`src/design/jsu_pkg.sv`:
```
// Shared types, character constants and decode functions for the JSON string unescaper.
// Used by the front, queue, back and top-level modules; depends on nothing else.
`default_nettype none
package jsu_pkg;

  typedef enum logic [2:0] {
    MODE_WAIT = 3'd0,
    MODE_STR  = 3'd1,
    MODE_ESC  = 3'd2,
    MODE_HEX  = 3'd3,
    MODE_DONE = 3'd4
  } mode_t;

  typedef enum logic [1:0] {
    KIND_DATA  = 2'd0,
    KIND_CLOSE = 2'd1,
    KIND_ERROR = 2'd2
  } kind_t;

  typedef enum logic [2:0] {
    ERR_NONE   = 3'd0,
    ERR_QUOTE  = 3'd1,
    ERR_ESCAPE = 3'd2,
    ERR_HEX    = 3'd3,
    ERR_END    = 3'd4
  } err_t;

  localparam logic [7:0] CH_QUOTE  = 8'h22;
  localparam logic [7:0] CH_BSLASH = 8'h5C;
  localparam logic [7:0] CH_SLASH  = 8'h2F;
  localparam logic [7:0] CH_SPACE  = 8'h20;
  localparam logic [7:0] CH_TAB    = 8'h09;
  localparam logic [7:0] CH_CR     = 8'h0D;
  localparam logic [7:0] CH_LOW_B  = 8'h62;
  localparam logic [7:0] CH_LOW_F  = 8'h66;
  localparam logic [7:0] CH_LOW_N  = 8'h6E;
  localparam logic [7:0] CH_LOW_R  = 8'h72;
  localparam logic [7:0] CH_LOW_T  = 8'h74;
  localparam logic [7:0] CH_LOW_U  = 8'h75;
  localparam logic [7:0] CH_BS     = 8'h08;
  localparam logic [7:0] CH_FF     = 8'h0C;
  localparam logic [7:0] CH_LF     = 8'h0A;

  // One queued request: up to three result bytes produced by one input byte.
  typedef struct packed {
    logic [1:0] cnt;
    logic [7:0] b0;
    logic [7:0] b1;
    logic [7:0] b2;
    kind_t      kind;
    err_t       err;
  } entry_t;

  typedef struct packed {
    logic   valid;
    entry_t entry;
  } push_t;

  // Returns {valid, nibble}.
  function automatic logic [4:0] hex_decode(input logic [7:0] c);
    logic [4:0] r;
    r = 5'd0;
    if (c >= 8'h30 && c <= 8'h39) begin
      r = {1'b1, c[3:0]};
    end else if ((c >= 8'h61 && c <= 8'h66) || (c >= 8'h41 && c <= 8'h46)) begin
      r = {1'b1, c[3:0] + 4'd9};
    end
    return r;
  endfunction

  // Returns {valid, byte} for the simple escapes.
  function automatic logic [8:0] esc_map(input logic [7:0] c);
    logic [8:0] r;
    case (c)
      CH_QUOTE:  r = {1'b1, CH_QUOTE};
      CH_BSLASH: r = {1'b1, CH_BSLASH};
      CH_SLASH:  r = {1'b1, CH_SLASH};
      CH_LOW_B:  r = {1'b1, CH_BS};
      CH_LOW_F:  r = {1'b1, CH_FF};
      CH_LOW_N:  r = {1'b1, CH_LF};
      CH_LOW_R:  r = {1'b1, CH_CR};
      CH_LOW_T:  r = {1'b1, CH_TAB};
      default:   r = 9'd0;
    endcase
    return r;
  endfunction

  function automatic entry_t utf8_encode(input logic [15:0] v);
    entry_t e;
    e      = '0;
    e.kind = KIND_DATA;
    e.err  = ERR_NONE;
    if (v <= 16'h007F) begin
      e.cnt = 2'd1;
      e.b0  = v[7:0];
    end else if (v <= 16'h07FF) begin
      e.cnt = 2'd2;
      e.b0  = {3'b110, v[10:6]};
      e.b1  = {2'b10, v[5:0]};
    end else begin
      e.cnt = 2'd3;
      e.b0  = {4'b1110, v[15:12]};
      e.b1  = {2'b10, v[11:6]};
      e.b2  = {2'b10, v[5:0]};
    end
    return e;
  endfunction

endpackage
`default_nettype wire

```
`src/design/jsu_front.sv`:
```
// Front end: accepts text bytes, tracks string mode and hex escape state,
// and builds at most one request per input byte. Depends on jsu_pkg.
`default_nettype none
module jsu_front (
  input  wire logic          clk,
  input  wire logic          rst,
  input  wire logic          in_valid,
  input  wire logic [7:0]    in_byte,
  input  wire logic          in_ended,
  input  wire logic          full,
  output logic               in_ready,
  output jsu_pkg::push_t     push
);
  import jsu_pkg::*;

  mode_t       mode, mode_next;
  logic [1:0]  hex_count, hex_count_next;
  logic [15:0] hex_value, hex_value_next;
  entry_t      ent;
  logic        accept;
  logic        is_ws;
  logic [4:0]  hx;
  logic [8:0]  esc;
  logic [15:0] hv_shift;

  assign in_ready = !full;
  assign accept   = in_valid && in_ready;
  assign is_ws    = (in_byte == CH_SPACE) || (in_byte >= CH_TAB && in_byte <= CH_CR);
  assign hx       = hex_decode(in_byte);
  assign esc      = esc_map(in_byte);
  assign hv_shift = {hex_value[11:0], hx[3:0]};

  always_comb begin
    mode_next      = mode;
    hex_count_next = hex_count;
    hex_value_next = hex_value;
    case (mode)
      MODE_WAIT: begin
        if (in_ended) begin
          mode_next = MODE_DONE;
        end else if (in_byte == CH_QUOTE) begin
          mode_next = MODE_STR;
        end else if (!is_ws) begin
          mode_next = MODE_DONE;
        end
      end
      MODE_STR: begin
        if (in_ended || in_byte == CH_QUOTE) begin
          mode_next = MODE_DONE;
        end else if (in_byte == CH_BSLASH) begin
          mode_next = MODE_ESC;
        end
      end
      MODE_ESC: begin
        if (in_ended) begin
          mode_next = MODE_DONE;
        end else if (in_byte == CH_LOW_U) begin
          mode_next      = MODE_HEX;
          hex_count_next = 2'd0;
          hex_value_next = 16'd0;
        end else if (esc[8]) begin
          mode_next = MODE_STR;
        end else begin
          mode_next = MODE_DONE;
        end
      end
      MODE_HEX: begin
        if (in_ended || !hx[4]) begin
          mode_next = MODE_DONE;
        end else begin
          hex_value_next = hv_shift;
          hex_count_next = hex_count + 2'd1;
          if (hex_count == 2'd3) begin
            mode_next = MODE_STR;
          end
        end
      end
      default: mode_next = mode;
    endcase
  end

  always_comb begin
    ent      = '0;
    ent.kind = KIND_DATA;
    ent.err  = ERR_NONE;
    case (mode)
      MODE_WAIT: begin
        if (in_ended || (!is_ws && in_byte != CH_QUOTE)) begin
          ent.cnt  = 2'd1;
          ent.kind = KIND_ERROR;
          ent.err  = ERR_QUOTE;
        end
      end
      MODE_STR: begin
        if (in_ended) begin
          ent.cnt  = 2'd1;
          ent.kind = KIND_ERROR;
          ent.err  = ERR_END;
        end else if (in_byte == CH_QUOTE) begin
          ent.cnt  = 2'd1;
          ent.kind = KIND_CLOSE;
        end else if (in_byte != CH_BSLASH) begin
          ent.cnt = 2'd1;
          ent.b0  = in_byte;
        end
      end
      MODE_ESC: begin
        if (in_ended) begin
          ent.cnt  = 2'd1;
          ent.kind = KIND_ERROR;
          ent.err  = ERR_END;
        end else if (esc[8]) begin
          ent.cnt = 2'd1;
          ent.b0  = esc[7:0];
        end else if (in_byte != CH_LOW_U) begin
          ent.cnt  = 2'd1;
          ent.kind = KIND_ERROR;
          ent.err  = ERR_ESCAPE;
        end
      end
      MODE_HEX: begin
        if (in_ended) begin
          ent.cnt  = 2'd1;
          ent.kind = KIND_ERROR;
          ent.err  = ERR_END;
        end else if (!hx[4]) begin
          ent.cnt  = 2'd1;
          ent.kind = KIND_ERROR;
          ent.err  = ERR_HEX;
        end else if (hex_count == 2'd3) begin
          ent = utf8_encode(hv_shift);
        end
      end
      default: ent.cnt = 2'd0;
    endcase
  end

  assign push.valid = accept && (ent.cnt != 2'd0);
  assign push.entry = ent;

  always_ff @(posedge clk) begin
    if (rst) begin
      mode      <= MODE_WAIT;
      hex_count <= 2'd0;
      hex_value <= 16'd0;
    end else if (accept) begin
      mode      <= mode_next;
      hex_count <= hex_count_next;
      hex_value <= hex_value_next;
    end
  end

  a_done_sticky: assert property (@(posedge clk) disable iff (rst)
    (mode == MODE_DONE) |=> (mode == MODE_DONE))
    else $error("finished mode was left without reset");

  a_push_on_accept: assert property (@(posedge clk) disable iff (rst)
    push.valid |-> (in_valid && !full))
    else $error("request pushed without an accepted byte");

endmodule
`default_nettype wire

```
`src/design/jsu_queue.sv`:
```
// Short request queue between front and back ends, register based.
// Depends on jsu_pkg for the entry and push types.
`default_nettype none
module jsu_queue #(
  parameter int DEPTH = 4
) (
  input  wire logic            clk,
  input  wire logic            rst,
  input  wire jsu_pkg::push_t  push,
  input  wire logic            pop,
  output logic                 full,
  output logic                 head_valid,
  output jsu_pkg::entry_t      head
);
  import jsu_pkg::*;

  localparam int PW = (DEPTH > 1) ? $clog2(DEPTH) : 1;
  localparam int CW = $clog2(DEPTH + 1);

  entry_t        store [DEPTH];
  logic [PW-1:0] wr_ptr, rd_ptr;
  logic [CW-1:0] count;
  logic          do_push, do_pop;

  assign full       = (count == CW'(DEPTH));
  assign head_valid = (count != '0);
  assign head       = store[rd_ptr];
  assign do_push    = push.valid && !full;
  assign do_pop     = pop && head_valid;

  always_ff @(posedge clk) begin
    if (do_push) begin
      store[wr_ptr] <= push.entry;
    end
  end

  always_ff @(posedge clk) begin
    if (rst) begin
      wr_ptr <= '0;
      rd_ptr <= '0;
      count  <= '0;
    end else begin
      if (do_push) begin
        wr_ptr <= (wr_ptr == PW'(DEPTH - 1)) ? '0 : wr_ptr + 1'b1;
      end
      if (do_pop) begin
        rd_ptr <= (rd_ptr == PW'(DEPTH - 1)) ? '0 : rd_ptr + 1'b1;
      end
      if (do_push && !do_pop) begin
        count <= count + 1'b1;
      end else if (do_pop && !do_push) begin
        count <= count - 1'b1;
      end
    end
  end

  a_no_overflow: assert property (@(posedge clk) disable iff (rst)
    !(push.valid && full))
    else $error("request pushed into a full queue");

  a_count_bound: assert property (@(posedge clk) disable iff (rst)
    count <= CW'(DEPTH))
    else $error("queue count beyond depth");

endmodule
`default_nettype wire

```
`src/design/jsu_back.sv`:
```
// Back end: drains queued requests onto the result stream, one byte per beat,
// marking the final result of each request. Depends on jsu_pkg.
`default_nettype none
module jsu_back (
  input  wire logic             clk,
  input  wire logic             rst,
  input  wire logic             head_valid,
  input  wire jsu_pkg::entry_t  head,
  output logic                  pop,
  output logic                  m_tvalid,
  input  wire logic             m_tready,
  output logic [15:0]           m_tdata,
  output logic [1:0]            m_tuser,
  output logic                  m_tlast
);
  import jsu_pkg::*;

  logic [1:0] idx;
  logic [7:0] sel_byte;
  logic       fire;

  always_comb begin
    case (idx)
      2'd0:    sel_byte = head.b0;
      2'd1:    sel_byte = head.b1;
      default: sel_byte = head.b2;
    endcase
  end

  assign m_tvalid = head_valid;
  assign m_tdata  = {5'd0, head.err, sel_byte};
  assign m_tuser  = head.kind;
  assign m_tlast  = (idx == head.cnt - 2'd1);
  assign fire     = m_tvalid && m_tready;
  assign pop      = fire && m_tlast;

  always_ff @(posedge clk) begin
    if (rst) begin
      idx <= 2'd0;
    end else if (pop) begin
      idx <= 2'd0;
    end else if (fire) begin
      idx <= idx + 2'd1;
    end
  end

  a_idx_holds: assert property (@(posedge clk) disable iff (rst)
    (m_tvalid && !m_tready) |=> $stable(idx))
    else $error("result index moved during a stall");

endmodule
`default_nettype wire

```
`src/design/json_string_unescape_utf8.sv`:
```
// The request built from an accepted input byte is registered in the request queue
// before its first result is offered. Throughput: one input byte per cycle while the
// request queue has room; results leave at one per cycle while m_tready is high, so a
// \u escape of three bytes holds the output until all are taken. Queue depth QUEUE_DEPTH
// sets how long the input side runs ahead of a stalled output. Reset (rst, synchronous,
// active high) returns to waiting for the opening quote and empties the queue.
`default_nettype none
module json_string_unescape_utf8 #(
  parameter int QUEUE_DEPTH = 4
) (
  input  wire logic        clk,
  input  wire logic        rst,
  input  wire logic        s_tvalid,
  output logic             s_tready,
  input  wire logic [7:0]  s_tdata,   // [7:0] in_byte
  input  wire logic [0:0]  s_tuser,   // [0] input_ended
  output logic             m_tvalid,
  input  wire logic        m_tready,
  output logic [15:0]      m_tdata,   // [7:0] out_byte, [10:8] error_code, rest zero
  output logic [1:0]       m_tuser,   // [1:0] kind
  output logic             m_tlast
);
  import jsu_pkg::*;

  push_t  push;
  entry_t head;
  logic   full, head_valid, pop;

  jsu_front u_front (
    .clk      (clk),
    .rst      (rst),
    .in_valid (s_tvalid),
    .in_byte  (s_tdata),
    .in_ended (s_tuser[0]),
    .full     (full),
    .in_ready (s_tready),
    .push     (push)
  );

  jsu_queue #(.DEPTH(QUEUE_DEPTH)) u_queue (
    .clk        (clk),
    .rst        (rst),
    .push       (push),
    .pop        (pop),
    .full       (full),
    .head_valid (head_valid),
    .head       (head)
  );

  jsu_back u_back (
    .clk        (clk),
    .rst        (rst),
    .head_valid (head_valid),
    .head       (head),
    .pop        (pop),
    .m_tvalid   (m_tvalid),
    .m_tready   (m_tready),
    .m_tdata    (m_tdata),
    .m_tuser    (m_tuser),
    .m_tlast    (m_tlast)
  );

endmodule
`default_nettype wire
```
`config.mk`:
```
export PLATFORM = sky130hd
export DESIGN_NAME = json_string_unescape_utf8
export DESIGN_NICKNAME = d
export VERILOG_FILES = /design/src/design/jsu_pkg.sv /design/src/design/jsu_front.sv /design/src/design/jsu_queue.sv /design/src/design/jsu_back.sv /design/src/design/json_string_unescape_utf8.sv
export SDC_FILE = /design/constraint.sdc
export NUM_CORES = 1
export LEC_CHECK = 0
export BUFFER_PORTS_ARGS = -buffer_cell sky130_fd_sc_hd__buf_4
export CAP_MARGIN = 0
export CORE_ASPECT_RATIO = 0.75
export CORE_MARGIN = 2
export CORE_UTILIZATION = 40
export DETAILED_ROUTE_END_ITERATION = 12
export SLEW_MARGIN = 20
export SYNTH_ARGS = -nofsm -noshare
export SYNTH_HDL_FRONTEND = slang
export SYNTH_SLANG_ARGS = --single-unit
```
`constraint.sdc`:
```
create_clock -name clk -period 4.3 [get_ports clk]
set_clock_uncertainty 0.1 [all_clocks]
set_input_delay 0.43 -clock clk [delete_from_list [all_inputs] [get_ports clk]]
set_output_delay 0.43 -clock clk [all_outputs]
set_load 0.05 [all_outputs]
```
# Word level (Yosys, flattened, before mapping)
# Memory sizes are Yosys's and may differ from the RTL's. A register that Yosys moved wholly into a read port is not among the register bits.
# Cells that the tools add are included.
# word_totals
reg_bits	26
ramBits	124
in_bits	13
output_inout_bits	21
elab_cells	151
n_memories	1
# mem_list
memory	depth	width	read_ports	rd_clocked_by_memory_dff	wr	line	source
u_queue.store	4	31	1	1	1	jsu_queue.sv:20	entry_t store [DEPTH];
# op_classes
n_addsub	8
order_cmp	10
n_eq_ne	28
n_mux	64
n_reduce_logical	33
# op_table
op	n
$pmux W9 S8	1
$eq A8 B7 Y1 const B	7
$mux W24	2
$mux W5	8
$mux W8	5
$mux W3	13
$mux W12	3
$mux W16	2
$mux W31	1
$mux W2	13
$eq A8 B6 Y1 const B	3
$pmux W12 S2	1
$pmux W8 S3	1
$pmux W5 S4	1
$mux W17	1
$ge A8 B7 Y1 const B	2
$le A16 B11 Y1 const B	1
$le A16 B7 Y1 const B	1
$le A8 B7 Y1 const B	2
$ne A8 B7 Y1 const B	2
$pmux W8 S2	1
$logic_and A1 B1 Y1	13
$pmux W3 S4	1
$mux W10	1
33 further kinds	57

# Depth between registers and ports, before layout
# depth
ltp_word	19
ltp_mapped	14
mapped_depth_nobuf	14

# Hierarchy
# A second synthesis with hierarchy kept.
# unflattened
hier_cells	516
area_unflattened_um2	7153.1
# by_module_without_submodules
mod	instances	cells_each	area_each_um2	seq_area_each_um2
jsu_queue	1	211	4959.8	3903.7
jsu_front	1	248	1804.2	340.3
jsu_back	1	57	389.1	40.0

# Worst setup path before layout
# Ideal clock, no wire load.
# synth_path
path_type	input-to-reg
start	input s_tdata[0]
end	register u_queue.count[2]
setup_time_ns	0.071
arrival_ns	3.152
t_required_ns	4.129
setup_slack_ns	0.977
path_stages	14
path_buffers	0
path_cell_list	inv_1 > ha_1 > o21bai_1 > a2111oi_4 > a31oi_1 > nor2_2 > a21o_1 > a21oi_4 > ha_1 > inv_1 > fa_1 > xor2_1 > or3_1 > a21oi_1
# synth_via
elab_chain_len	18
word_cells_on_any_way	56
cone_classes	add/sub: 1; order compare: 10; eq/ne: 12; mux: 17; reduce/logical: 16
# synth_lines
element	line	source
start, declared	json_string_unescape_utf8.sv:15	input wire logic [7:0] s_tdata,
$ge A8 B7 Y1 / $le A8 B7 Y1 (equally long branches)	jsu_pkg.sv:65	end else if ((c >= 8'h61 && c <= 8'h66) || (c >= 8'h41 && c <= 8'h46)) begin
$logic_and A1 B1 Y1	jsu_pkg.sv:65	
$logic_or A1 B1 Y1	jsu_pkg.sv:65	
$mux W5	jsu_pkg.sv:65	
$mux W5	jsu_pkg.sv:63	if (c >= 8'h30 && c <= 8'h39) begin
$le A16 B11 Y1	jsu_pkg.sv:96	end else if (v <= 16'h07FF) begin
$mux W17	jsu_pkg.sv:96	
$mux W10	jsu_pkg.sv:93	if (v <= 16'h007F) begin
[... 3 more ...]	n/a	
$pmux W2 S4 *	jsu_front.sv:86	case (mode)
$reduce_bool A2 Y1 *	jsu_front.sv:138	assign push.valid = accept && (ent.cnt != 2'd0);
$logic_and A1 B1 Y1 *	jsu_front.sv:138	
$logic_and A1 B1 Y1 *	jsu_queue.sv:28	assign do_push = push.valid && !full;
net u_queue.do_push	jsu_queue.sv:23	logic do_push, do_pop;
$logic_not A1 Y1	jsu_queue.sv:51	end else if (do_pop && !do_push) begin
$logic_and A1 B1 Y1	jsu_queue.sv:51	
$reduce_bool A2 Y1 (no source line)	n/a	
end signal, assigned	jsu_queue.sv:50	count <= count + 1'b1;
end signal, assigned	jsu_queue.sv:52	count <= count - 1'b1;
end, declared	jsu_queue.sv:22	logic [CW-1:0] count;
# Mark *: on every way through the listed nets, which the timed path passes. The rest lies on a longest branch.
# A chain may end at the register's enable or synchronous reset.

# Worst setup path after layout
# Ends and elaborated chain as after synthesis.

==> flow_metrics.tcl <==
set metrics [dict create \
    dr.pass1.iters 4 \
    synth_cells 476 \
    synth_edf_count 116 \
    io_pins 34 \
    fill_cells 1426 \
    synth_cell_types 67 \
    cts.sinks 144 \
    synth_largest_area_cell "edfxtp_1" \
    worstPathCellList "buf_4, inv_1, ha_1, o21bai_1, a2111oi_4, a31oi_1, nor2_2, a21o_1, a21oi_4, ha_1, inv_1, fa_1, xor2_1, or3_1, a21oi_1" \
    clk_pin_slew_ns 0.06 \
    syn_area_mm2 0.00667 \
    setup_viol 0 \
    drc 0 \
    endpoint_kind "flip-flop" \
    regArea_mm2 0.00405 \
    cts_tree "done" \
    design.die.area_mm2 0.0177 \
    track_usage 0.178 \
    grt_overflow 0 \
    hold_ws_ns 0.290 \
    crit_arrival_ns 3.65 \
    dp_hpwl_um 9970 \
    fmax_mhz 294 \
    period_minus_slack_ns 3.40 \
    drt_iter0_markers 318 \
    portBuffers 28 \
    wl_per_cell_um 20.5 \
    antenna_left 0 \
    yosysMostFrequentCell "edfxtp_1" \
    async_reset_ff_frac 0 \
    wl_um 15000 \
    leakagePower_uw 0.00256 \
    viasPerCell 5.78 \
    synth_ff_type "edfxtp_1" \
    path_max_fanout 7 \
    holdPathStages 2 \
    hold_path_end "u_front.hex_count[1]$_SDFFE_PP0P_" \
    diodes 0 \
    synth.area.top_cells "edfxtp_1 (52%), mux4_2 (9.8%), dfxtp_1 (8.4%), ha_1 (2.6%), nor2_1 (2.6%)" \
    gp_congestion 0.888 \
    clk_latency_ns 0.41 \
    dr_total_vias 4232 \
    yosysTopAreaCellShare 0.523 \
    yosysSeqAreaShare 0.607 \
    worst-path-stages 15 \
    row_count 40 \
    multi_input_area_mm2 0.00246 \
    cts_root_buf "clkbuf_16" \
    cap_violations 0 \
    worst-path-buf-inv 3 \
    cp_top_family "compound AO/OA/AOI/OAI gates" \
    worstSetupPathType "in -> reg" \
    start_kind "input pin" \
    outcome "finished clean" \
    fin_crit_sh 0.791 \
    final_nets 538 \
    power.total_uw 4500 \
    core_area_mm2 0.0162 \
    slew_violations 0 \
    post_cts_buffers 0 \
    max-vdd-ir-drop_v 0.000315 \
    grt_pass1_wl_um 23900 \
    required_ns 4.55 \
    syn_to_final_growth_pct 15.5 \
    cts_resized 0 \
    critPathSlowestCell "fa_1" \
    tightestPinTransition_ns 0.720 \
    reg2regPathDepth 13 \
    hp-start "rst" \
    cts_buffers 17 \
    hold_violations 0 \
    hp-class "in -> reg" \
    synth-seq-cells 144 \
    grt_pass1_vias 4219 \
    drive_gt1_frac 0.228 \
    grt_max_degree 30 \
    initial_utilization 0.412 \
    max_stage_delay_ns 0.42 \
    die_w_um 153 \
    postCtsHoldBufs 0 \
    cts_buffer_depth 2 \
    htree_levels 4 \
    die_y_um 116 \
    timing.rr.start "u_front.hex_value[8]$_SDFFE_PP0P_" \
    synth_common_cells "edfxtp_1 (116), nor2_1 (46), mux4_2 (29), dfxtp_1 (28), nand2_1 (21)" \
    reg2reg_slack_ns 1.03 \
    rsz0062_at_grt "false" \
    tns_ns 0 \
    r2r-end "u_queue.count[2]$_SDFFE_PP0P_" \
    power.density_mw_per_mm2 584 \
    avgSynthCellArea_um2 14.0 \
    maxSlewHeadroom 0.516 \
    yosys_warnings 0 \
    antenna_found_initial 0 \
]
-- state kept, by name (all words and copies together), names as in the netlist, named ones only --
register	cells
u_queue.store	116
u_front.hex_value	12
u_front.mode	3
u_queue.count	3
u_back.idx	2
u_front.hex_count	2
u_queue.rd_ptr	2
u_queue.wr_ptr	2
-- per-stage QoR --
step                worst slack, ns  cell area (um^2)  instances   util
floorplan                     0.977              6680        480      -
global placement              0.599              7090        701  0.439
detailed placement            0.467              7090        701  0.439
CTS                           0.895              7700        732  0.476
global route                  0.656              7700        732  0.476
finish                        0.899              7700        732  0.476
-- cell usage in the layout, fill, tap and decap left out, types with 3 or more instances in the layout --
cell type  instances
buf_4             38
inv_6              3
nor4_1             6
nor3_1            13
nor2_1            46
a221o_1            7
clkbuf_16         17
mux4_2            29
a221oi_1           4
nand3_1            7
o21ai_0           11
a21oi_1           20
a31oi_1            3
edfxtp_1         116
mux2i_1            4
or3_1              7
nor2b_1           11
a211oi_1           3
nand3b_1           4
xnor2_1            4
nand2b_1           8
or2_2              3
conb_1             5
bufinv_16          3
inv_1             10
xor2_1             4
clkinv_4           4
and2_1             8
nand2_1           21
ha_1              14
dfxtp_1           27
a22oi_1           15
-- layout make-up --
class	instances	area share
clock buffers	17	0.0553
clock inverters	14	0.0234
multi-input cells	299	0.320
repair buffers	38	0.0371
flip-flops and latches	144	0.525
inverters	10	0.00488
well taps	210	0.0341
-- report_power, final --
part	internal, uW	total [uW]	leakage, uW	switching, uW
registers	1690	1760	0.00130	74.2
clock network	919	1500	0.000296	577
logic	450	1240	0.000963	791
-- worst max path at each step --
stage	startpoint	endpoint	slack (ns)
floorplan	s_tdata[0]	u_queue.count[2]$_SDFFE_PP0P_	0.98
global placement	s_tdata[0]	u_queue.count[2]$_SDFFE_PP0P_	0.60
detailed placement	s_tdata[0]	u_queue.count[2]$_SDFFE_PP0P_	0.47
CTS	s_tdata[0]	u_queue.count[2]$_SDFFE_PP0P_	0.89
global route	s_tdata[0]	u_queue.count[2]$_SDFFE_PP0P_	0.66
finish	s_tdata[0]	u_queue.count[2]$_SDFFE_PP0P_	0.90
-- routing by layer --
metal,global-route usage,share of wire,vias to the layer above
li1,-,-,1915
met3,0.0303,0.065,14
met1,0.260,0.47,2147
met5,0,0,-
met2,0.274,0.46,156
met4,0.0605,0.012,0
-- kinds of logic (layout without fill, tap and decap cells) --
logic type	Yosys count	after routing	synth area share
buf+inv	37	79	0.0261
mux	35	35	0.108
flops	144	144	0.607
compound gates	86	86	0.0987
xor+xnor	8	8	0.0105
other cells	1	5	0.000563
fa+ha+maj	15	15	0.0293
simple gates	150	150	0.120
Note: power is estimated with default switching activity, not from simulation.
